## config.mk

```make
export PLATFORM = sky130hd
export DESIGN_NAME = qalu_sqrt_step
export DESIGN_NICKNAME = d
export VERILOG_FILES = /design/src/design/qalu_pkg.sv /design/src/design/qalu_sqrt_step.sv
export SDC_FILE = /design/constraint.sdc
export NUM_CORES = 1
export LEC_CHECK = 0
export BUFFER_PORTS_ARGS = -buffer_cell sky130_fd_sc_hd__clkbuf_2
export CORE_AREA = 8 8 595 597
export DETAILED_ROUTE_END_ITERATION = 10
export DIE_AREA = 0 0 603 605
export HOLD_SLACK_MARGIN = 0.15
export PLACE_DENSITY_LB_ADDON = 0.2
export REMOVE_ABC_BUFFERS = 1
export SYNTH_ARGS = -nofsm -noshare
export SYNTH_HDL_FRONTEND = slang
export SYNTH_SLANG_ARGS = --single-unit
```

## constraint.sdc

```tcl
create_clock -name clock -period 104.6 [get_ports clock]
set_input_delay 0 -clock clock [delete_from_list [all_inputs] [get_ports clock]]
set_output_delay 0 -clock clock [all_outputs]
set_load 0.02 [all_outputs]
```

## src/design/qalu_pkg.sv

```systemverilog
`timescale 1ns / 1ps

package qalu_pkg;

   localparam int FRAC_BITS = 16;

   localparam int WORD_W     = 32;
   localparam int DIFF_W     = WORD_W + 1;
   localparam int PROD_W     = WORD_W + DIFF_W;
   localparam int HAM_W      = PROD_W + 1;
   localparam int SQP_W      = 2 * DIFF_W;
   localparam int SQ_W       = SQP_W + 2;
   localparam int ROOT_W     = SQ_W / 2;
   localparam int REM_W      = ROOT_W + 1;
   localparam int SCALAR_W   = WORD_W - 1;
   localparam int BASE_W     = HAM_W - 1;
   localparam int DEN_W      = SQP_W + 1;
   localparam int D2_W       = DEN_W + 1;
   localparam int MAG_W      = (FRAC_BITS + BASE_W > 3 * FRAC_BITS + WORD_W) ?
                               FRAC_BITS + BASE_W : 3 * FRAC_BITS + WORD_W;
   localparam int NUM_W      = MAG_W + 2;
   localparam int QUO_W      = WORD_W;
   localparam int HI_W       = NUM_W - QUO_W;
   localparam int CMP_W      = (HI_W > D2_W) ? HI_W : D2_W;
   localparam int SQRT_STEPS = ROOT_W;
   localparam int DIV_STEPS  = QUO_W;

   typedef enum logic [3:0] {
      OP_ADD    = 4'd0,
      OP_SUB    = 4'd1,
      OP_MUL    = 4'd2,
      OP_DIV    = 4'd3,
      OP_SCALE  = 4'd4,
      OP_CONJ   = 4'd5,
      OP_NORM   = 4'd6,
      OP_NORMZ  = 4'd7,
      OP_INV    = 4'd8,
      OP_EUCLID = 4'd9,
      OP_CHEB   = 4'd10
   } op_type;

   // products summed, squares summed
   typedef struct packed {
      logic                         valid;
      op_type                       op;
      logic                         err;
      logic [3:0][WORD_W-1:0]       early_res;
      logic [SCALAR_W-1:0]          early_scalar;
      logic [3:0][HAM_W-1:0]        ham;
      logic [SQ_W-1:0]              nsq;
      logic [3:0][WORD_W-1:0]       p;
   } fr_type;

   typedef struct packed {
      fr_type                       pay;
      logic [SQ_W-1:0]              rad;
      logic [ROOT_W-1:0]            root;
      logic [REM_W-1:0]             rem;
   } sq_type;

   typedef struct packed {
      logic                         valid;
      op_type                       op;
      logic                         err;
      logic [3:0][WORD_W-1:0]       early_res;
      logic [SCALAR_W-1:0]          early_scalar;
      logic [ROOT_W-1:0]            root_r;
      logic [3:0]                   neg;
      logic [3:0]                   ovf;
      logic [3:0][D2_W-1:0]         rem;
      logic [3:0][QUO_W-1:0]        nq;
      logic [D2_W-1:0]              d2;
   } dv_type;

endpackage

```

## src/design/qalu_sqrt_step.sv

```systemverilog
`timescale 1ns / 1ps

module qalu_sqrt_step (
   input  logic             clock,
   input  logic             reset,
   input  logic             enable,
   input  qalu_pkg::sq_type step_in,
   output qalu_pkg::sq_type step_out
);

   localparam int SW = qalu_pkg::SQ_W;
   localparam int RW = qalu_pkg::ROOT_W;
   localparam int MW = qalu_pkg::REM_W;
   localparam int CUR_W = MW + 2;

   qalu_pkg::sq_type step_in_c, step_ff;
   logic [CUR_W-1:0] cur;
   logic [CUR_W-1:0] trial;
   logic             ge;

   // one root bit per stage, two radicand bits consumed
   always_comb begin
      cur = {step_in.rem, step_in.rad[SW-1 -: 2]};
      trial = CUR_W'({step_in.root, 2'b01});
      ge = (cur >= trial);
      step_in_c = step_in;
      step_in_c.rad = step_in.rad << 2;
      step_in_c.root = {step_in.root[RW-2:0], ge};
      step_in_c.rem = ge ? MW'(cur - trial) : MW'(cur);
   end

   always_ff @(posedge clock) begin
      if (reset) begin
         step_ff.pay.valid <= 1'b0;
      end else if (enable) begin
         step_ff <= step_in_c;
      end
   end

   assign step_out = step_ff;

endmodule

```

==> run summary, run 1 <==
Outcome: stopped before the end
Exit stage: 4_1_cts
Log Error: [ERROR RSZ-0060] Max buffer count reached.
Most frequent cells after synthesis: edfxtp_1, a21oi_1, inv_1
Final HPWL DP: 216 mm
Cell area after synthesis: 25200 sq um
Synth async-reset ratio: 0%
Top-count cell post-synth: edfxtp_1
Clock Root Buffer: clkbuf_16
Sink Count: 760
Register area share after synthesis: 90.4%
Cell taking the most area after synthesis: edfxtp_1
Row count: 216
Ys Warns: 0
I/O pins: 1527
Post-synth EDFFs: 759
Die Y: 605 um
CTS Hold Bufs: 1487
Synth top area share: 90.3%
Area contributors post-synth: edfxtp_1, ha_1, a21oi_1, xnor2_1, inv_1
Initial Util: 7.32%
CTS Buf Count: 108
Post-CTS Setup Inserts: 0
Post-Synthesis Cells: 1128
Port Buf Inserts: 1524
Primary FF master, synth: edfxtp_1
Routability congestion estimate: 0.924
Mean area per synthesized cell: 22.4 sq um
Yosys reg bits: 760
Die width: 603 um
H-tree depth: 3
Post-cts sizing count: 0
Number of distinct library cells after synthesis: 52
CTS Buffer Depth: 4
==> cells by family after synthesis <==
| logic type | after synthesis | synth area share (%) |
|---|---|---|
| buf+inv | 59 | 0.972 |
| fa+ha+maj | 36 | 1.79 |
| xor+xnor | 33 | 1.15 |
| flops | 760 | 90.4 |
| mux | 9 | 0.392 |
| compound gates | 132 | 3.42 |
| other cells | 1 | 0.0149 |
| simple gates | 98 | 1.85 |
==> stage by stage <==
step	cell area [sq um]	std cells	utilization (%)	setup slack, ps
floorplan	25200	1114	-	69120
global placement	38700	7236	11.2	100000
detailed placement	38700	7236	11.2	99960
==> run 2, diff against run 1 <==
CORE_AREA = 8 8 589 591   (was 8 8 595 597)
DIE_AREA = 0 0 597 599   (was 0 0 603 605)
HOLD_SLACK_MARGIN = not set   (was 0.15)
PLACE_DENSITY_LB_ADDON = 0.15   (was 0.2)
==> run 2 against run 1 <==
The flow now finishes without violations. Synthesized cell count is the same. Synthesized area did not move.
==> run summary, run 2 <==
Number of distinct library cells after synthesis: 52 (unchanged)
Routed Antenna Nets: 0
Net Sw Frac: 28.9%
P per Cell Area: 16.3 nW/um^2
Outcome: finished clean
Cell family with most CP delay: buffers and inverters
Leak: 22.6 nW
# fillers: 37706
Max-cap violations: 0
CP Class: input port to register
CP Cell Sequence: dlygate4sd3_1, clkbuf_2, inv_1, ha_1, and3_1, nand4_1, or4_1, or4_1, a21oi_1, a2111oi_1, o41ai_4, buf_4, nor2_1, dlygate4sd3_1, a21oi_1, dlygate4sd3_1
Commonest non-fill, non-tap cell in the layout: clkbuf_2
Gr ovfl total: 0
Synth top area share: 90.3% (unchanged)
Multi-input logic area: 2180 sq um
Worst Setup End Kind: register
NetSw: 0.000267 W
Routability congestion estimate: 0.894 (-3.2%)
Critical Path AT: 5000 ps
Clock Skews: 0 ps
CP endpoint: step_out[23]$_DFFE_PP_
Clock Root Buffer: clkbuf_16
Top-count cell post-synth: edfxtp_1
Post-DR vias/cell: 2.78
WP depth: 16
I/O pins: 1527 (unchanged)
CTS Hold Bufs: 1455 (-2.2%)
Cell area after synthesis: 25200 sq um (unchanged)
Worst-Margin Slew: 1010 ps
Mean routed wirelength per cell: 27.8 um
Sequential share of power: 40.2%
Most frequent cells in the layout: clkbuf_2, dlygate4sd3_1, edfxtp_1
Sequential cell area: 22800 sq um
Post-Synthesis Cells: 1128 (unchanged)
Cell taking the most area after synthesis: edfxtp_1
Layout Nets: 5028
Pin count of the biggest net entering global routing: 128
Die width: 597 um (-1.0%)
CP Launch Type: input port
Fin crit share: 4.13%
Register area share after synthesis: 90.4% (unchanged)
P_int: 0.000659 W
Worst Reg-to-Reg Cells: 3
Reg clk slew, reported paths: 60 ps
Core box area: 338000 sq um
Row count: 214 (-0.93%)
Clock power frac: 42.4%
RSZ-0062 raised after global routing: no
Post-cts sizing count: 0 (unchanged)
Sink Count: 760 (unchanged)
Setup Viol. Count Final: 0
Share of cells above drive strength 1: 39.6%
Initial Util: 7.47% (+0.14 points)
Ys Warns: 0 (unchanged)
Initial DRC Count: 1431
Mean area per synthesized cell: 22.4 sq um (unchanged)
HP Class: input port to register
Crit path buffers/inverters: 6
DR vias: 24706
Area contributors post-synth: edfxtp_1, ha_1, a21oi_1, xnor2_1, inv_1
Final WL: 247 mm
Post-CTS Setup Inserts: 0 (unchanged)
Setup tns final: 0 ps
Worst slew margin: 32.4%
R2r endpoint: step_out[761]$_SDFFE_PP0P_
Total iterations of the first detailed-routing run: 5
Area delta synth->final: 126%
Peak VDD IR: 0.0154 mV
DRC: 0
Die Y: 599 um (-0.99%)
CP Max Fanout: 48
Final Slew Violations: 0
First-pass GRT wire length: 305 mm
Cell mode on critical path: dlygate4sd3_1
Synth async-reset ratio: 0% (unchanged)
Final Hold Fails: 0
Post-synth EDFFs: 759 (unchanged)
Final HPWL DP: 211 mm (-2.1%)
Reg2reg setup slack: 103460 ps
Source of the worst register-to-register timing path: step_out[761]$_SDFFE_PP0P_
H-tree depth: 3 (unchanged)
Die ar.: 358000 sq um
Hold Worst Slack: 32.5 ps
Critical Path Slowest Stage Cell: or4_1
Worst-Skew Late Latency: 890 ps
Initial antenna violation count: 148
Yosys reg bits: 760 (unchanged)
Min Tclk post-route: 4320 ps
FMAX: 232 MHz
CTS tree: yes
Total track usage: 13.2%
Comb power frac: 17.4%
Most frequent cells after synthesis: edfxtp_1, a21oi_1, inv_1
CTS Buf Count: 117 (+8.3%)
CTS Buffer Depth: 4 (unchanged)
Number of global-route vias before repair: 26366
CP startpoint: step_in[61]
Critical path required time: 105280 ps
Port Buf Inserts: 1524 (unchanged)
CP peak stage delay: 600 ps
Primary FF master, synth: edfxtp_1
Max FFs per register: 760
## run 2: cell counts after synthesis
No cell type changed its count.
## run 2: cells by family (layout without fill, tap and decap cells)
kind of cell    after synthesis  after routing  synth area share, %
compound gates              132            132                 3.42
flops                       760            760                 90.4
fa+ha+maj                    36             36                 1.79
buf+inv                      59           3242                0.972
mux                           9              9                0.392
other cells                   1             39               0.0149
xor+xnor                     33             33                 1.15
simple gates                 98             98                 1.85
## run 2: worst register-to-register path, cell delays in order, from the launching register on
cell	delay, ps
dfxtp_1	310
mux2i_1	120
nor2_1	50
dlygate4sd3_1	550
## run 2: worst min path at each step
stage	from	slack, ps	end	cells after the start
after CTS	step_in[363]	0.5	step_out[363]$_DFFE_PP_	2
after floorplan	reset	70	step_out[761]$_SDFFE_PP0P_	1
final	step_in[671]	30	step_out[671]$_DFFE_PP_	2
after global routing	step_in[573]	3	step_out[573]$_DFFE_PP_	2
after global placement	step_in[394]	180	step_out[394]$_DFFE_PP_	1
after detailed placement	step_in[394]	180	step_out[394]$_DFFE_PP_	1
## run 2: through the flow
| stage | total power (W) | instance area (sq um) | utilization, % | std cells | setup WS, ps |
|---|---|---|---|---|---|
| after floorplan | 0.000432 | 25200 | - | 1114 | 69120 |
| after global placement | 0.000495 | 38600 | 11.4 | 7189 | 100230 |
| after detailed placement | 0.000494 | 38600 | 11.4 | 7189 | 100180 |
| after CTS | 0.000958 | 56800 | 16.8 | 8848 | 100400 |
| after global routing | 0.000971 | 56900 | 16.8 | 8869 | 100090 |
| final | 0.000927 | 56900 | 16.8 | 8885 | 100280 |
## run 2: final cells by class
class	instances	area share [%]
flip-flops and latches	760	40.1
repair buffers	2994	39.2
well taps	4536	9.97
clock buffers	141	5.30
multi-input cells	310	3.83
clock inverters	63	1.18
inverters	44	0.290
diodes	37	0.163
## run 2: power by group through the flow
stage	clock [W]	sequential [W]	combinational, W
after floorplan	0	0.000415	0.0000166
after global placement	0	0.000380	0.000116
after detailed placement	0	0.000379	0.000115
after CTS	0.000417	0.000374	0.000167
after global routing	0.000423	0.000375	0.000173
final	0.000393	0.000373	0.000161
## run 2: per-layer routing
| layer | track usage (%) | wire (um) | vias up |
|---|---|---|---|
| met5 | 0 | 210 | - |
| met4 | 2.76 | 6180 | 32 |
| met3 | 6.00 | 25800 | 341 |
| met2 | 21.8 | 114000 | 1329 |
| met1 | 15.7 | 100000 | 12283 |
| li1 | - | - | 10721 |
Note: power is estimated with default switching activity, not from simulation.
