<file path="src/design/qalu_pkg.sv">
`timescale 1ns / 1ps

package qalu_pkg;

   localparam int FRAC_BITS = 16;

   localparam int WORD_W     = 32;
   localparam int DIFF_W     = WORD_W + 1;
   localparam int PROD_W     = WORD_W + DIFF_W;
   localparam int HAM_W      = PROD_W + 1;
   localparam int SQP_W      = 2 * DIFF_W;
   localparam int SQ_W       = SQP_W + 2;
   localparam int ROOT_W     = SQ_W / 2;
   localparam int REM_W      = ROOT_W + 1;
   localparam int SCALAR_W   = WORD_W - 1;
   localparam int BASE_W     = HAM_W - 1;
   localparam int DEN_W      = SQP_W + 1;
   localparam int D2_W       = DEN_W + 1;
   localparam int MAG_W      = (FRAC_BITS + BASE_W > 3 * FRAC_BITS + WORD_W) ?
                               FRAC_BITS + BASE_W : 3 * FRAC_BITS + WORD_W;
   localparam int NUM_W      = MAG_W + 2;
   localparam int QUO_W      = WORD_W;
   localparam int HI_W       = NUM_W - QUO_W;
   localparam int CMP_W      = (HI_W > D2_W) ? HI_W : D2_W;
   localparam int SQRT_STEPS = ROOT_W;
   localparam int DIV_STEPS  = QUO_W;

   typedef enum logic [3:0] {
      OP_ADD    = 4'd0,
      OP_SUB    = 4'd1,
      OP_MUL    = 4'd2,
      OP_DIV    = 4'd3,
      OP_SCALE  = 4'd4,
      OP_CONJ   = 4'd5,
      OP_NORM   = 4'd6,
      OP_NORMZ  = 4'd7,
      OP_INV    = 4'd8,
      OP_EUCLID = 4'd9,
      OP_CHEB   = 4'd10
   } op_type;

   // products summed, squares summed
   typedef struct packed {
      logic                         valid;
      op_type                       op;
      logic                         err;
      logic [3:0][WORD_W-1:0]       early_res;
      logic [SCALAR_W-1:0]          early_scalar;
      logic [3:0][HAM_W-1:0]        ham;
      logic [SQ_W-1:0]              nsq;
      logic [3:0][WORD_W-1:0]       p;
   } fr_type;

   typedef struct packed {
      fr_type                       pay;
      logic [SQ_W-1:0]              rad;
      logic [ROOT_W-1:0]            root;
      logic [REM_W-1:0]             rem;
   } sq_type;

   typedef struct packed {
      logic                         valid;
      op_type                       op;
      logic                         err;
      logic [3:0][WORD_W-1:0]       early_res;
      logic [SCALAR_W-1:0]          early_scalar;
      logic [ROOT_W-1:0]            root_r;
      logic [3:0]                   neg;
      logic [3:0]                   ovf;
      logic [3:0][D2_W-1:0]         rem;
      logic [3:0][QUO_W-1:0]        nq;
      logic [D2_W-1:0]              d2;
   } dv_type;

endpackage

</file>
<file path="src/design/qalu_prep.sv">
`timescale 1ns / 1ps

module qalu_prep (
   input  logic             clock,
   input  logic             reset,
   input  logic             enable,
   input  qalu_pkg::sq_type prep_in,
   output qalu_pkg::dv_type prep_out
);

   localparam int F   = qalu_pkg::FRAC_BITS;
   localparam int WW  = qalu_pkg::WORD_W;
   localparam int HW  = qalu_pkg::HAM_W;
   localparam int BW  = qalu_pkg::BASE_W;
   localparam int RW  = qalu_pkg::ROOT_W;
   localparam int MW  = qalu_pkg::REM_W;
   localparam int CW  = qalu_pkg::SCALAR_W;
   localparam int NW  = qalu_pkg::DEN_W;
   localparam int D2W = qalu_pkg::D2_W;
   localparam int GW  = qalu_pkg::MAG_W;
   localparam int UW  = qalu_pkg::NUM_W;
   localparam int QW  = qalu_pkg::QUO_W;
   localparam int KW  = qalu_pkg::CMP_W;

   typedef struct packed {
      logic                  valid;
      qalu_pkg::op_type      op;
      logic                  err;
      logic [3:0][WW-1:0]    early_res;
      logic [CW-1:0]         early_scalar;
      logic [RW-1:0]         root_r;
      logic [NW-1:0]         nsq;
      logic [3:0]            neg;
      logic [3:0][BW-1:0]    base;
   } p1_type;

   typedef struct packed {
      logic                  valid;
      qalu_pkg::op_type      op;
      logic                  err;
      logic [3:0][WW-1:0]    early_res;
      logic [CW-1:0]         early_scalar;
      logic [RW-1:0]         root_r;
      logic [3:0]            neg;
      logic [3:0][UW-1:0]    num;
      logic [D2W-1:0]        d2;
   } p2_type;

   p1_type           p1_in, p1_ff;
   p2_type           p2_in, p2_ff;
   qalu_pkg::dv_type p3_in, p3_ff;

   // root rounding, sign and magnitude of each numerator
   always_comb begin
      logic signed [HW-1:0] s;
      logic        [HW-1:0] mag;
      p1_in.valid = prep_in.pay.valid;
      p1_in.op = prep_in.pay.op;
      p1_in.err = prep_in.pay.err;
      p1_in.early_res = prep_in.pay.early_res;
      p1_in.early_scalar = prep_in.pay.early_scalar;
      p1_in.nsq = prep_in.pay.nsq[NW-1:0];
      p1_in.root_r = (prep_in.rem > MW'(prep_in.root)) ? prep_in.root + 1'b1 : prep_in.root;
      for (int i = 0; i < 4; i++) begin
         if (prep_in.pay.op inside {qalu_pkg::OP_NORMZ, qalu_pkg::OP_INV}) begin
            s = HW'($signed(prep_in.pay.p[i]));
         end else begin
            s = $signed(prep_in.pay.ham[i]);
         end
         // inverse negates the vector part
         p1_in.neg[i] = s[HW-1] ^ ((prep_in.pay.op == qalu_pkg::OP_INV) && (i != 0));
         mag = s[HW-1] ? HW'(-s) : HW'(s);
         p1_in.base[i] = mag[BW-1:0];
      end
   end

   // scale numerator, pick divisor, form 2*num + den over 2*den
   always_comb begin
      logic [NW-1:0] den;
      logic [GW-1:0] m;
      p2_in.valid = p1_ff.valid;
      p2_in.op = p1_ff.op;
      p2_in.err = p1_ff.err;
      p2_in.early_res = p1_ff.early_res;
      p2_in.early_scalar = p1_ff.early_scalar;
      p2_in.root_r = p1_ff.root_r;
      p2_in.neg = p1_ff.neg;
      case (p1_ff.op)
         qalu_pkg::OP_DIV, qalu_pkg::OP_INV: den = p1_ff.nsq;
         qalu_pkg::OP_NORMZ:                 den = NW'(p1_ff.root_r);
         default:                            den = NW'(1) << F;
      endcase
      p2_in.d2 = {den, 1'b0};
      for (int i = 0; i < 4; i++) begin
         case (p1_ff.op)
            qalu_pkg::OP_DIV, qalu_pkg::OP_NORMZ: m = GW'(p1_ff.base[i]) << F;
            qalu_pkg::OP_INV:                     m = GW'(p1_ff.base[i]) << (3 * F);
            default:                              m = GW'(p1_ff.base[i]);
         endcase
         p2_in.num[i] = UW'({m, 1'b0}) + UW'(den);
      end
   end

   // overflow check and first partial remainder
   always_comb begin
      logic [KW-1:0] hi;
      p3_in.valid = p2_ff.valid;
      p3_in.op = p2_ff.op;
      p3_in.err = p2_ff.err;
      p3_in.early_res = p2_ff.early_res;
      p3_in.early_scalar = p2_ff.early_scalar;
      p3_in.root_r = p2_ff.root_r;
      p3_in.neg = p2_ff.neg;
      p3_in.d2 = p2_ff.d2;
      for (int i = 0; i < 4; i++) begin
         hi = KW'(p2_ff.num[i] >> QW);
         p3_in.ovf[i] = (hi >= KW'(p2_ff.d2));
         p3_in.rem[i] = hi[D2W-1:0];
         p3_in.nq[i] = p2_ff.num[i][QW-1:0];
      end
   end

   always_ff @(posedge clock) begin
      if (reset) begin
         p1_ff.valid <= 1'b0;
         p2_ff.valid <= 1'b0;
         p3_ff.valid <= 1'b0;
      end else if (enable) begin
         p1_ff <= p1_in;
         p2_ff <= p2_in;
         p3_ff <= p3_in;
      end
   end

   assign prep_out = p3_ff;

endmodule

</file>
<file path="config.mk">
export PLATFORM = sky130hd
export DESIGN_NAME = qalu_prep
export DESIGN_NICKNAME = d
export VERILOG_FILES = /design/src/design/qalu_pkg.sv /design/src/design/qalu_prep.sv
export SDC_FILE = /design/constraint.sdc
export NUM_CORES = 2
export LEC_CHECK = 0
export ABC_AREA = 1
export BUFFER_PORTS_ARGS = -buffer_cell sky130_fd_sc_hd__clkbuf_2
export CELL_PAD_IN_SITES_DETAIL_PLACEMENT = 1
export CELL_PAD_IN_SITES_GLOBAL_PLACEMENT = 2
export CORE_AREA = 2 2 562 564
export DETAILED_ROUTE_END_ITERATION = 10
export DIE_AREA = 0 0 564 566
export GPL_TIMING_DRIVEN = 0
export PLACE_DENSITY_LB_ADDON = 0.1
export RECOVER_POWER = 100
export SLEW_MARGIN = 20
export SYNTH_ARGS = -nofsm -noshare
export SYNTH_HDL_FRONTEND = slang
export SYNTH_SLANG_ARGS = --single-unit
</file>
<file path="constraint.sdc">
create_clock -name clock -period 96.9 [get_ports clock]
set_input_delay 9.69 -clock clock [delete_from_list [all_inputs] [get_ports clock]]
set_output_delay 9.69 -clock clock [all_outputs]
set_load 0.005 [all_outputs]
</file>
==> summary.md <==
| Metric | Value |
|---|---|
| Pin count of the biggest net entering global routing | 33 |
| CP Class | in -> reg |
| Crit start category | input port |
| Vias in the first global route | 90.0k |
| Peak Freq | 0.0383 GHz |
| Hold Crit Depth | 0 |
| Die Y-Extent | 566 um |
| Unique masters post-synth | between 70 and 80 |
| Worst skew pair latency | 0.90 ns |
| Max-slew headroom | -55.7% |
| PortBufs | 1301 |
| Synthesized area | 99700 sq um |
| Cts repair resizes | 0 |
| Cell Count, Final, Fillers Out | 17.2k |
| Setup TNS | 0 ns |
| WP data required | between 90 and 100 ns |
| Commonest cells after routing, fill and taps aside | nand2_1, edfxtp_1, inv_1 |
| CTS sink count | ~1.7k |
| Finish-stage setup viols | 0 |
| Crit-path max FO | 28 |
| Post-DP HPWL | 504000 um |
| Clk pin slew, worst setup/hold paths | roughly 0.060 ns |
| Fill cells | between 30k and 40k |
| Largest area contributor in the netlist | edfxtp_1 |
| Peak VDD IR | 0.0132 mV |
| Commonest non-fill, non-tap cell in the layout | nand2_1 |
| Post-synth EDFFs | between 1.5k and 2k |
| Final std cell area, no fill | 118000 sq um |
| GR Overflow Total | 0 |
| Share of cells above drive strength 1 | 10.4% |
| Core area | 313000 sq um |
| Hold Slack | between 0.3 and 0.4 ns |
| Initial core utilization | between 30% and 40% |
| First-pass GRT wire length | approximately 760000 um |
| CTS Root Cell | clkbuf_16 |
| Total area of sequential cells | 51900 sq um |
| Post-synth top flop | edfxtp_1 |
| Clock buffer count from CTS | 191 |
| Clock Tree Buf Depth | 4 |
| Sequential share of the synthesized area | 52.1% |
| Pwr/cell area | 17.6 nW/um^2 |
| Multi-input gate area | 40600 sq um |
| Total GRT Usage | around a third |
| Failing checks | max-capacitance violations, max-slew violations |
| Post-DP Area | 115000 sq um |
| Setup Buffers After CTS | 0 |
| Async set-reset flop share out of synthesis | 0% |
| Initial antenna violation count | 101 |
| Worst-Margin Slew | between 2 and 2.5 ns |
| Die ar. | 319000 sq um |
| Critical Path AT | approximately 27 ns |
| Drt wl/cell | 33.5 um |
| Status | finished, violations left |
| Routed Wire Length | 578000 um |
| Final Wtd Congestion | just over 1 |
| Final Hold Viols | 0 |
| Initial drt markers | 9115 |
| Final min period | 26.11 ns |
| Post-DR vias/cell | 5.26 |
| Cells after Synth | 11.2k |
| Register-to-Register Path Depth | 18 |
| Total number of vias | between 90k and 100k |
| Yosys warns | 0 |
| Core Rows | 206 |
| H-tree depth | 4 |
| Synth Area per Inst | roughly 8.9 sq um |
| Crit end category | flip-flop |
| Clock skew | 0.0513 ns |
| Pre-antenna DRT Iters | 5 |
| Drt drc | 0 |
| Worst hold path class | reg -> reg |
| Dominant cells by area after synthesis | edfxtp_1, nand2_1, ha_1 |
| Synthesis-to-layout area growth | 18.7% |
| Unrepaired setup endpoints after global routing | false |
| Fin crit share | a little over a quarter |
| Synth top area share | 52.0% |
| Fin nets | 14.1k |
| Antenna Violating Nets Remaining | 0 |
| Final Slew Violations | 666 |
| CTS tree | built |
| Pleak | 49.2 nW |
| Boundary Pins | 1440 |
| Synth Register Bits | 1730 |
| # hold bufs at CTS | 0 |
| Die width | 564 um |
| Max_cap viols | 44 |
| Placed cell count | 16.8k |
where the power goes:
part / total, mW / internal [mW] / switching, mW / leakage (nW)
clock network: 0.749 / 0.427 / 0.323 / 3.07
logic: 0.420 / 0.0992 / 0.321 / 29.7
registers: 0.909 / 0.882 / 0.0264 / 16.5
total: 2.08 / 1.41 / 0.670 / 49.2
critical path, cell delays in order:
cell and delay [ns]:
clkbuf_1 0.15, inv_1 0.11, nor2_1 0.56, clkbuf_1 1.05, clkbuf_1 0.92, clkbuf_1 1.20, clkbuf_1 1.13, clkbuf_1 0.81
clkbuf_1 1.02, clkbuf_1 1.10, clkbuf_1 0.96, clkbuf_1 1.08, clkbuf_1 0.78, clkbuf_1 0.81, clkbuf_1 0.89, clkbuf_1 1.19
clkbuf_1 1.04, clkbuf_1 0.95, clkbuf_1 1.00
final cells by class:
| cell class | instances | share of cell area, % |
|---|---|---|
| clock buffer | 221 | 4.15 |
| multi-input combinational | 7665 | 34.3 |
| antenna | 47 | 0.0993 |
| sequential | 1730 | 43.8 |
| timing repair buffer | 1430 | 5.69 |
| inverter | 1604 | 5.09 |
| tap | 4160 | 4.40 |
| buffer | 257 | 1.23 |
| clock inverter | 125 | 1.20 |
kinds of logic after synthesis:
kind of cell | count (synthesis) | synth area share, %
fa+ha+maj | 488 | 6.15
xor+xnor | 447 | 3.93
other cells | 1 | 0.00376
simple gates | 5011 | 20.8
buf+inv | 1861 | 7.57
compound gates | 1650 | 9.46
flops | 1730 | 52.1
synthesized netlist by cell type, types with 10 or more instances:
cell      number
o21ai_1      112
nand2_2       16
nand3b_1      29
nor3_1       145
and3_1        16
o211ai_1      21
a31oi_1       81
nand2_1     2651
buf_6         26
o22ai_1      139
nor2_1      1368
o221ai_1      30
o21bai_1      21
a21o_1        21
o21a_1        65
nand4_1      155
edfxtp_1    1727
a22o_1        25
a21oi_1      590
xnor2_1      100
buf_4         85
nor2_2        36
a21boi_0      26
nand3_1      482
inv_2         15
buf_2         39
clkbuf_1      99
o21ai_0      453
xor2_1       347
ha_1         484
nor3_2        15
o21ai_2       10
inv_1       1584
nor2_4        10
nor4_1        47
through the flow:
stage / setup slack [ns] / utilization [%] / power [mW]
floorplan: 11.62 / - / 1.19
global placement: -16.31 / 35.6 / 1.45
detailed placement: 82.90 / 36.5 / 1.34
CTS: 83.81 / 38.6 / 2.09
global route: 69.05 / 37.8 / 2.14
finish: 70.79 / 37.8 / 2.08
path summary, 6_finish.rpt:
check / from / to / slack (ns)
setup / recovery: enable / p2_ff[486] / 70.79
hold / removal: p1_ff[388] / p2_ff[461] / 0.39
setup reg to reg: p1_ff[528] / p2_ff[307] / 88.16
hold reg to reg: p1_ff[388] / p2_ff[461] / 0.39
layer usage:
| metal | wire length (um) | global-route usage, % |
|---|---|---|
| met1 | 247000 | 46.5 |
| met4 | 34900 | 18.1 |
| met3 | 40100 | 5.64 |
| met2 | 256000 | 54.6 |
| met5 | 174 | 0 |
sequential cells by signal, summed over array words and instances (netlist names):
| register | count |
|---|---|
| p1_ff | 530 |
| p2_ff | 598 |
| prep_out | 602 |
(Power assumes the default switching activity.)
