### src/design/qalu_pkg.sv
`timescale 1ns / 1ps

package qalu_pkg;

   localparam int FRAC_BITS = 16;

   localparam int WORD_W     = 32;
   localparam int DIFF_W     = WORD_W + 1;
   localparam int PROD_W     = WORD_W + DIFF_W;
   localparam int HAM_W      = PROD_W + 1;
   localparam int SQP_W      = 2 * DIFF_W;
   localparam int SQ_W       = SQP_W + 2;
   localparam int ROOT_W     = SQ_W / 2;
   localparam int REM_W      = ROOT_W + 1;
   localparam int SCALAR_W   = WORD_W - 1;
   localparam int BASE_W     = HAM_W - 1;
   localparam int DEN_W      = SQP_W + 1;
   localparam int D2_W       = DEN_W + 1;
   localparam int MAG_W      = (FRAC_BITS + BASE_W > 3 * FRAC_BITS + WORD_W) ?
                               FRAC_BITS + BASE_W : 3 * FRAC_BITS + WORD_W;
   localparam int NUM_W      = MAG_W + 2;
   localparam int QUO_W      = WORD_W;
   localparam int HI_W       = NUM_W - QUO_W;
   localparam int CMP_W      = (HI_W > D2_W) ? HI_W : D2_W;
   localparam int SQRT_STEPS = ROOT_W;
   localparam int DIV_STEPS  = QUO_W;

   typedef enum logic [3:0] {
      OP_ADD    = 4'd0,
      OP_SUB    = 4'd1,
      OP_MUL    = 4'd2,
      OP_DIV    = 4'd3,
      OP_SCALE  = 4'd4,
      OP_CONJ   = 4'd5,
      OP_NORM   = 4'd6,
      OP_NORMZ  = 4'd7,
      OP_INV    = 4'd8,
      OP_EUCLID = 4'd9,
      OP_CHEB   = 4'd10
   } op_type;

   // products summed, squares summed
   typedef struct packed {
      logic                         valid;
      op_type                       op;
      logic                         err;
      logic [3:0][WORD_W-1:0]       early_res;
      logic [SCALAR_W-1:0]          early_scalar;
      logic [3:0][HAM_W-1:0]        ham;
      logic [SQ_W-1:0]              nsq;
      logic [3:0][WORD_W-1:0]       p;
   } fr_type;

   typedef struct packed {
      fr_type                       pay;
      logic [SQ_W-1:0]              rad;
      logic [ROOT_W-1:0]            root;
      logic [REM_W-1:0]             rem;
   } sq_type;

   typedef struct packed {
      logic                         valid;
      op_type                       op;
      logic                         err;
      logic [3:0][WORD_W-1:0]       early_res;
      logic [SCALAR_W-1:0]          early_scalar;
      logic [ROOT_W-1:0]            root_r;
      logic [3:0]                   neg;
      logic [3:0]                   ovf;
      logic [3:0][D2_W-1:0]         rem;
      logic [3:0][QUO_W-1:0]        nq;
      logic [D2_W-1:0]              d2;
   } dv_type;

endpackage

### src/design/qalu_div_step.sv
`timescale 1ns / 1ps

module qalu_div_step (
   input  logic             clock,
   input  logic             reset,
   input  logic             enable,
   input  qalu_pkg::dv_type step_in,
   output qalu_pkg::dv_type step_out
);

   localparam int D2W = qalu_pkg::D2_W;
   localparam int QW  = qalu_pkg::QUO_W;

   qalu_pkg::dv_type step_in_c, step_ff;

   // restoring division, one quotient bit per lane per stage
   always_comb begin
      logic [D2W:0] r2;
      logic         ge;
      step_in_c = step_in;
      for (int i = 0; i < 4; i++) begin
         r2 = {step_in.rem[i], step_in.nq[i][QW-1]};
         ge = (r2 >= {1'b0, step_in.d2});
         step_in_c.rem[i] = ge ? D2W'(r2 - {1'b0, step_in.d2}) : D2W'(r2);
         step_in_c.nq[i] = {step_in.nq[i][QW-2:0], ge};
      end
   end

   always_ff @(posedge clock) begin
      if (reset) begin
         step_ff.valid <= 1'b0;
      end else if (enable) begin
         step_ff <= step_in_c;
      end
   end

   assign step_out = step_ff;

endmodule
### config.mk
export PLATFORM = sky130hd
export DESIGN_NAME = qalu_div_step
export DESIGN_NICKNAME = d
export VERILOG_FILES = /design/src/design/qalu_pkg.sv /design/src/design/qalu_div_step.sv
export SDC_FILE = /design/constraint.sdc
export NUM_CORES = 1
export LEC_CHECK = 0
export BUFFER_PORTS_ARGS = -buffer_cell sky130_fd_sc_hd__buf_4
export CORE_AREA = 2 2 524 526
export CTS_CLUSTER_DIAMETER = 50
export DETAILED_ROUTE_END_ITERATION = 12
export DIE_AREA = 0 0 526 528
export PLACE_DENSITY = 0.42
export SYNTH_ARGS = -nofsm -noshare
export SYNTH_HDL_FRONTEND = slang
export SYNTH_SLANG_ARGS = --single-unit
### constraint.sdc
create_clock -name clock -period 32.7 [get_ports clock]
set_input_delay 3.27 -clock clock [delete_from_list [all_inputs] [get_ports clock]]
set_output_delay 3.27 -clock clock [all_outputs]
set_load 0.03 [all_outputs]
==> reports/metrics.yaml, run 1 <==
synth:
  yosys-top-cells-area: "sky130_fd_sc_hd__edfxtp_1, sky130_fd_sc_hd__ha_1, sky130_fd_sc_hd__a21oi_1"
  syn-instance-count: 3858
  ys_dominant_reg_cell: "sky130_fd_sc_hd__edfxtp_1"
  synthArstFlopShare_pct: 0
  post_synth.cell_area_avg_sq_um: 10.4
  synth_nets: 4812
  synth_edf_count: 674
  library_cell_with_the_highest_instance_count_after_synthesis: "sky130_fd_sc_hd__edfxtp_1"
  ys_types: 91
  synth_top_area_share_pct: 50.3
  part_of_the_yosys_area_used_for_sequential_elements_pct: 50.4
  synth_warnings: 0
  post_synth_most_frequent_cells: "sky130_fd_sc_hd__edfxtp_1, sky130_fd_sc_hd__a21oi_1, sky130_fd_sc_hd__nand2_1"
  synth_largest_area_cell: "sky130_fd_sc_hd__edfxtp_1"
  mappedNetlistArea_sq_um: 40200
  postSynthRegisterBits: 675
timing:
  hold_viol: 0
  timing.final.crit_share_pct: 24.3
  setup_repair_after_global_routing_missed_its_margin: "false"
  setup_tns_ns: 0
  final_period_minus_worst_setup_slack_ns: 7.96
  setup_viol: 0
  max-slew-margin-rel_pct: 23.8
  least_margin_pin_slew_ns: 1.14
  skew_ns: 0
  achievable_freq_mhz: 126
  timing.final.max_slew_violations: 0
global_route:
  groute.usage.overall_pct: 19.9
  via_count_of_the_first_global_routing_pass: 38600
  antenna_found_initial: 110
  grt_start_max_net_pins: 163
  first_pass_grt_wire_length_mm: 369
  gr-total-overflow: 0
routing:
  initialDrtViolationCount: 2790
  met3_length_mm: 19.9
  post_drt_wl_per_cell_um: 32.4
  finalWirelength_mm: 289
  top_signal_layer_used: "met5"
  drt-pass1-iter-count: 6
  detail_route.drc_violations: 0
  final_antenna_net_count: 0
  met2_length_mm: 154
  dr_total_vias: 38300
  wl_met1_mm: 100
  drt-vias-per-instance: 4.30
finish:
  flow.area_growth_from_synthesis_pct: 46.8
  largest_reg_flops: 675
  post_route_cells_drive_above_1_share_pct: 31.7
  finalCoreUtilization_pct: 21.7
  final_nets: 6150
clock_tree:
  numCtsBuffers: 143
  htree_num_levels: 4
  cts-resized-gates: 0
  clock_tree.root_cell: "sky130_fd_sc_hd__clkbuf_16"
  clock_insertion_delay_at_the_later_pin_of_the_skew_report_ns: 0.82
  cts_buffer_depth: 4
  tritoncts_num_sinks: 675
  cts.reportedPaths.clkPinSlew_ns: 0.05
  tritoncts_clock_tree: "yes"
  post_cts.repair.setup_buffers: 0
  cts-hold-fix-buffers: 0
die:
  fp.coreArea_sq_um: 272000
  io-pin-count: 1353
  initial_utilization_pct: 14.8
  fp.dieArea_sq_um: 278000
  die_height_um: 528
  placement_rows: 192
  die_x_um: 526
placed_design:
  number_of_buffer_cells_added_on_primary_ports: 1352
  gp_congestion: 0.926
  dpl.hpwl_mm: 249
worst_setup_path:
  worst_ep_arrival_time_ns: 8.46
  path_max_fanout: 90
  startpoint_type: "input pin"
  timing_worst_setup_path_type: "in2reg"
  end_kind: "flop"
  critPathRequiredTime_ns: 33.20
job:
  cap_viol_max_count: 0
pwr:
  power_per_cell_area_nw_per_um2: 59.1
  worst_ir_drop_vdd_v: 0.0000322
  total_leakage_power_uw: 0.0238
status:
  run_status: "finished, final reports clean"
worst_hold_path:
  hp-class: "reg2reg"
## worst paths after layout
path                                                 start                         end  slack, ns  depth (start not counted)
worst max-delay path                           step_in[14]     step_out[209]$_DFFE_PP_      24.74                         14
worst min-delay path            step_out[674]$_SDFFE_PP0P_  step_out[674]$_SDFFE_PP0P_       0.50                          2
worst max register to register  step_out[674]$_SDFFE_PP0P_  step_out[674]$_SDFFE_PP0P_      32.12                          2
worst min register to register  step_out[674]$_SDFFE_PP0P_  step_out[674]$_SDFFE_PP0P_       0.50                          2
## routing by layer
metal  GRT usage [%]  vias to the layer above
met5               0                        -
met4            9.37                       60
met3            5.36                      464
met2            37.7                     1598
met1            20.0                    19000
li1                -                    17200
## cell families (layout without fill, tap and decap cells)
kind of cell / count (synthesis) / after routing / synth area share (%)
xor gates and xnor gates: 247 / 247 / 5.38
other: 0 / 24 / 0
muxes: 28 / 28 / 0.927
buffers and inverters: 341 / 1786 / 3.69
AOI/OAI and AO/OA: 1225 / 1225 / 18.7
adders and majority gates: 276 / 276 / 8.66
and+or+nand+nor: 1066 / 1066 / 12.2
DFF: 675 / 675 / 50.4
## through the flow
stage / cell area, sq um / setup slack, ns / power (uW) / instances / hold WS [ns]
floorplan: 40200 / 11.46 / 1610 / 3858 / 0.630
global placement: 54200 / 23.57 / 2030 / 8640 / 0.477
detailed placement: 54200 / 23.54 / 2030 / 8640 / 0.485
CTS: 58900 / 24.43 / 3550 / 8892 / 0.497
global route: 59000 / 24.44 / 3620 / 8903 / 0.573
finish: 59000 / 24.74 / 3490 / 8916 / 0.502
## cells in the final DEF (no fill, tap or decap), types with 15 or more instances in the layout
master                      netlist  routed
sky130_fd_sc_hd__nand4_1        112     112
sky130_fd_sc_hd__nor2b_1         23      22
sky130_fd_sc_hd__inv_1          160     160
sky130_fd_sc_hd__o21a_1          28      28
sky130_fd_sc_hd__buf_4           14    1371
sky130_fd_sc_hd__inv_6            0      25
sky130_fd_sc_hd__nor2_1         293     293
sky130_fd_sc_hd__or3_1           17      17
sky130_fd_sc_hd__nand3_1         60      60
sky130_fd_sc_hd__a211oi_1        20      20
sky130_fd_sc_hd__o21bai_1        69      69
sky130_fd_sc_hd__a21oi_1        451     451
sky130_fd_sc_hd__xnor2_1        154     154
sky130_fd_sc_hd__xor2_1          93      93
sky130_fd_sc_hd__mux2_4          16      16
sky130_fd_sc_hd__o21ai_1         16      16
sky130_fd_sc_hd__nand2b_1        29      29
sky130_fd_sc_hd__nand2_1        380     380
sky130_fd_sc_hd__a21o_1         144     144
sky130_fd_sc_hd__o31ai_1         27      27
sky130_fd_sc_hd__a31oi_1         31      31
sky130_fd_sc_hd__o21ai_0        287     287
sky130_fd_sc_hd__clkbuf_1       114      15
sky130_fd_sc_hd__ha_1           272     272
sky130_fd_sc_hd__clkbuf_16        0     146
sky130_fd_sc_hd__nor3_1          53      52
sky130_fd_sc_hd__a21boi_0        17      17
sky130_fd_sc_hd__o211ai_1        18      18
sky130_fd_sc_hd__diode_2          0      24
sky130_fd_sc_hd__edfxtp_1       674     674
sky130_fd_sc_hd__and3_1          25      25
## cell type report
| class | count | area [sq um] |
|---|---|---|
| inverters | 161 | 607 |
| fillers | 29800 | 213000 |
| clock buffers | 161 | 3710 |
| multi-input cells | 2842 | 18500 |
| well taps | 3589 | 4490 |
| repair buffers | 1373 | 10300 |
| clock inverters | 91 | 1040 |
| flip-flops and latches | 675 | 20300 |
| diodes | 24 | 60.1 |
## where the power goes
| part | switching [uW] | leakage [uW] | internal [uW] | total [uW] |
|---|---|---|---|---|
| Clock | 561 | 0.00229 | 919 | 1480 |
| Sequential | 39.8 | 0.00633 | 1050 | 1090 |
| Combinational | 603 | 0.0152 | 310 | 913 |
| Total | 1200 | 0.0238 | 2280 | 3490 |
## worst max-delay path, cell delays in order
cell and delay (ns):
sky130_fd_sc_hd__buf_4 0.11, sky130_fd_sc_hd__inv_1 0.46, sky130_fd_sc_hd__ha_1 0.43, sky130_fd_sc_hd__and4_1 0.28, sky130_fd_sc_hd__and3_1 0.22, sky130_fd_sc_hd__a32o_1 0.22, sky130_fd_sc_hd__a32oi_1 0.27, sky130_fd_sc_hd__nand2_1 0.21
sky130_fd_sc_hd__a31oi_1 0.38, sky130_fd_sc_hd__nand3_1 0.13, sky130_fd_sc_hd__a31o_2 0.29, sky130_fd_sc_hd__a31oi_4 0.85, sky130_fd_sc_hd__buf_4 0.78, sky130_fd_sc_hd__mux2_2 0.42
(Power assumes the default switching activity.)
==> run 2: changes to the inputs <==
--- a/config.mk
+++ b/config.mk
@@ -5,12 +5,13 @@
 export SDC_FILE = /design/constraint.sdc
 export NUM_CORES = 1
 export LEC_CHECK = 0
+export ABC_AREA = 1
 export BUFFER_PORTS_ARGS = -buffer_cell sky130_fd_sc_hd__buf_4
-export CORE_AREA = 2 2 524 526
+export CORE_AREA = 2 2 521 523
 export CTS_CLUSTER_DIAMETER = 50
 export DETAILED_ROUTE_END_ITERATION = 12
-export DIE_AREA = 0 0 526 528
-export PLACE_DENSITY = 0.42
+export DIE_AREA = 0 0 523 525
+export PLACE_DENSITY = 0.45
 export SYNTH_ARGS = -nofsm -noshare
 export SYNTH_HDL_FRONTEND = slang
 export SYNTH_SLANG_ARGS = --single-unit
==> constraint.sdc (replaced) <==
create_clock -name clock -period 6.8 [get_ports clock]
set_input_delay 0.68 -clock clock [delete_from_list [all_inputs] [get_ports clock]]
set_output_delay 0.68 -clock clock [all_outputs]
set_load 0.03 [all_outputs]
==> reports/metrics.yaml, run 2 <==
timing:
  timing.final.max_slew_violations: 0  # unchanged
  max-slew-margin-rel_pct: 8.74  # -15 points
  timing.final.crit_share_pct: 69.7
  final.hold.worst_slack_ns: 0.0614  # -0.441 ns
  setup_repair_after_global_routing_missed_its_margin: "false"
  skew_ns: 0  # unchanged
  setup_viol: 0  # unchanged
  least_margin_pin_slew_ns: 1.35  # +0.212 ns
  hold_viol: 0  # unchanged
  achievable_freq_mhz: 211
  final_period_minus_worst_setup_slack_ns: 4.74
synth:
  synth.mux.area_fraction_pct: 0  # -0.93 points
  post_synth_xor_area_fraction_pct: 2.59  # -2.8 points
  syn-instance-count: 6549  # +70%
  post_synth_most_frequent_cells: "sky130_fd_sc_hd__nand2_1, sky130_fd_sc_hd__inv_1, sky130_fd_sc_hd__edfxtp_1"
  synthAdderAreaFrac_pct: 7.35  # -1.3 points
  synth_edf_count: 674  # unchanged
  library_cell_with_the_highest_instance_count_after_synthesis: "sky130_fd_sc_hd__nand2_1"
  synth_nets: 7503  # +56%
  part_of_the_yosys_area_used_for_sequential_elements_pct: 42.8  # -7.6 points
  synth-compound-area-share_pct: 5.24  # -13 points
  postSynthRegisterBits: 675  # unchanged
  ys_dominant_reg_cell: "sky130_fd_sc_hd__edfxtp_1"
  synth_top_family_by_area: "simple AND/OR/NAND/NOR gates"
  ys_types: 31  # -66%
  yosys-top-cells-area: "sky130_fd_sc_hd__edfxtp_1, sky130_fd_sc_hd__nand2_1, sky130_fd_sc_hd__inv_1"
  synth_simple_gate_area_share_pct: 32.2  # +20 points
  synth_top_area_share_pct: 42.7  # -7.6 points
  synthArstFlopShare_pct: 0  # unchanged
  synth_warnings: 0  # unchanged
  synth_largest_area_cell: "sky130_fd_sc_hd__edfxtp_1"
  post_synth.cell_area_avg_sq_um: 7.23  # -31%
  mappedNetlistArea_sq_um: 47400  # +18%
global_route:
  first_pass_grt_wire_length_mm: 499  # +35%
  met1_resource_use_gr_pct: 29.7  # +9.8 points
  groute.layer.met3.usage_pct: 5.18  # -0.18 points
  grt_start_max_net_pins: 148  # -9.2%
  busiest_layer: "met2"
  met2_usage_pct: 48.1  # +10 points
  groute.usage.overall_pct: 27.5  # +7.7 points
  gr-total-overflow: 0  # unchanged
  via_count_of_the_first_global_routing_pass: 51900  # +34%
  antenna_found_initial: 122  # +11%
clock_tree:
  htree_num_levels: 4  # unchanged
  cts.reportedPaths.clkPinSlew_ns: 0.05  # about the same
  tritoncts_clock_tree: "yes"
  post_cts.repair.setup_buffers: 0  # unchanged
  cts_buffer_depth: 4  # unchanged
  clock_tree.root_cell: "sky130_fd_sc_hd__clkbuf_16"
  clock_insertion_delay_at_the_later_pin_of_the_skew_report_ns: 0.75  # -0.07 ns
  tritoncts_num_sinks: 675  # unchanged
  numCtsBuffers: 153  # +7.0%
  cts-resized-gates: 0  # unchanged
pwr:
  worst_ir_drop_vdd_v: 0.000194  # +500%
  power_per_cell_area_nw_per_um2: 262  # +340%
  total_leakage_power_uw: 0.0347  # +46%
finish:
  filler_cell_count: 29700  # -0.46%
  mostFrequentLayoutCell: "sky130_fd_sc_hd__nand2_1"
  final_nets: 9343  # +52%
  flow.area_growth_from_synthesis_pct: 49.8
  mostFrequentLayoutCells: "sky130_fd_sc_hd__nand2_1, sky130_fd_sc_hd__buf_4, sky130_fd_sc_hd__inv_1"
  finalCoreUtilization_pct: 26.3  # +4.7 points
  seq_area_sq_um: 20300  # unchanged
  largest_reg_flops: 675  # unchanged
  multi_input_gate_area_sq_um: 22500  # +21%
  post_route_cells_drive_above_1_share_pct: 20.1  # -12 points
routing:
  final_antenna_net_count: 0  # unchanged
  post_drt_wl_per_cell_um: 32.4  # about the same
  finalWirelength_mm: 393  # +36%
  initialDrtViolationCount: 4364  # +56%
  drt-vias-per-instance: 4.33  # +0.77%
  detail_route.drc_violations: 0  # unchanged
  dr_total_vias: 52600  # +37%
  drt-pass1-iter-count: 5  # -1
worst_setup_path:
  end_kind: "flop"
  sum_of_buffers_and_inverters_on_the_critical_path: 7  # +4
  cp_cell_sequence: "dlygate4sd3_1, buf_4, inv_1, ha_1, nand2_1, inv_1, a21oi_1, nand2_1, clkinv_1, nand2_1, nand2_1, nand3_1, nand2_1, nand2_4, inv_2, buf_4, nand2_1, nand2_1"
  worst_path_most_repeated_cell: "sky130_fd_sc_hd__nand2_1"
  worst_ep_arrival_time_ns: 5.44  # -3.02 ns
  timing_worst_setup_path_type: "in2reg"
  startpoint_type: "input pin"
  critPathRequiredTime_ns: 7.50  # -25.70 ns
  cp_slowest_stage_delay_ns: 0.88  # +0.03 ns
  crit_path_top_delay_cell: "sky130_fd_sc_hd__inv_1"
  path_max_fanout: 49  # -46%
  crit_path_max_delay_family: "buffers and inverters"
die:
  fp.coreArea_sq_um: 269000  # -1.1%
  fp.dieArea_sq_um: 275000  # -1.1%
  io-pin-count: 1353  # unchanged
  placement_rows: 191  # -0.52%
  initial_utilization_pct: 17.6  # +2.8 points
  die_height_um: 525  # -0.57%
  die_x_um: 523  # -0.57%
worst_hold_path:
  hp-class: "in2reg"
status:
  run_status: "finished, final reports clean"
placed_design:
  dpl.hpwl_mm: 339  # +36%
  number_of_buffer_cells_added_on_primary_ports: 1352  # unchanged
  gp_congestion: 0.986  # +6.4%
job:
  cap_viol_max_count: 0  # unchanged
run 2: changes by cell type after synthesis, moves of 150 or more:
cell,change
sky130_fd_sc_hd__a21oi_1,-150
sky130_fd_sc_hd__nand3_1,+259
sky130_fd_sc_hd__o21ai_0,-152
sky130_fd_sc_hd__inv_1,+948
sky130_fd_sc_hd__nand2_1,+2354
sky130_fd_sc_hd__nor2_1,+231
run 2: per-stage QoR:
stage / setup TNS (ns) / area (sq um) / setup WS [ns] / total power, uW / cells
3_3_place_gp: 0 / 61900 / 1.66 / 10500 / 11400
6_report: 0 / 70900 / 2.06 / 18600 / 12100
3_5_place_dp: 0 / 61900 / 1.69 / 10500 / 11400
4_1_cts: 0 / 70800 / 2.09 / 18800 / 12100
2_1_floorplan: -2872.86 / 47400 / -4.26 / 7870 / 6549
5_1_grt: 0 / 70900 / 1.86 / 19200 / 12100
run 2: worst paths after layout:
kind                                            startpoint                    endpoint  slack [ns]  cells after the start
worst min-delay path                          step_in[501]     step_out[501]$_DFFE_PP_        0.06                      1
worst min register to register  step_out[674]$_SDFFE_PP0P_  step_out[674]$_SDFFE_PP0P_        0.45                      2
worst max register to register  step_out[674]$_SDFFE_PP0P_  step_out[674]$_SDFFE_PP0P_        6.26                      2
worst max-delay path                           step_in[36]     step_out[389]$_DFFE_PP_        2.06                     18
run 2: cell families after synthesis:
family                     Yosys count
DFF                                675
buffers and inverters             1191
adders and majority gates          276
and+or+nand+nor                   3790
AOI/OAI and AO/OA                  477
xor gates and xnor gates           140
run 2: layout make-up:
cell class / instances / area share (%)
multi-input cells: 4683 / 31.7
clock buffers: 163 / 5.51
flip-flops and latches: 675 / 28.6
clock inverters: 115 / 1.98
diodes: 54 / 0.190
repair buffers: 1741 / 19.8
inverters: 1135 / 6.02
well taps: 3570 / 6.30
run 2: what timing repair did:
action | CTS | global route
hold endpoints to repair | 356 | 0
hold buffers | 356 | 0
setup endpoints to repair | 0 | 0
run 2: where the power goes:
part / switching (uW) / leakage [uW] / internal (uW) / total, uW
logic: 3740 / 0.0259 / 1600 / 5330
clock network: 2880 / 0.00255 / 5030 / 7910
registers: 262 / 0.00631 / 5050 / 5320
total: 6880 / 0.0347 / 11700 / 18600
run 2: worst reg2reg max path, delay by kind of cell (launching register included):
kind               cells  cell delay [ns]
AOI/OAI and AO/OA      1             0.10
DFF                    1             0.32
and+or+nand+nor        1             0.05
run 2: layer usage:
| layer | part of all wire, % | vias to the layer above |
|---|---|---|
| li1 | - | 24500 |
| met1 | 37 | 25200 |
| met2 | 49 | 2147 |
| met3 | 5.8 | 606 |
| met4 | 8.1 | 44 |
| met5 | 0.067 | - |
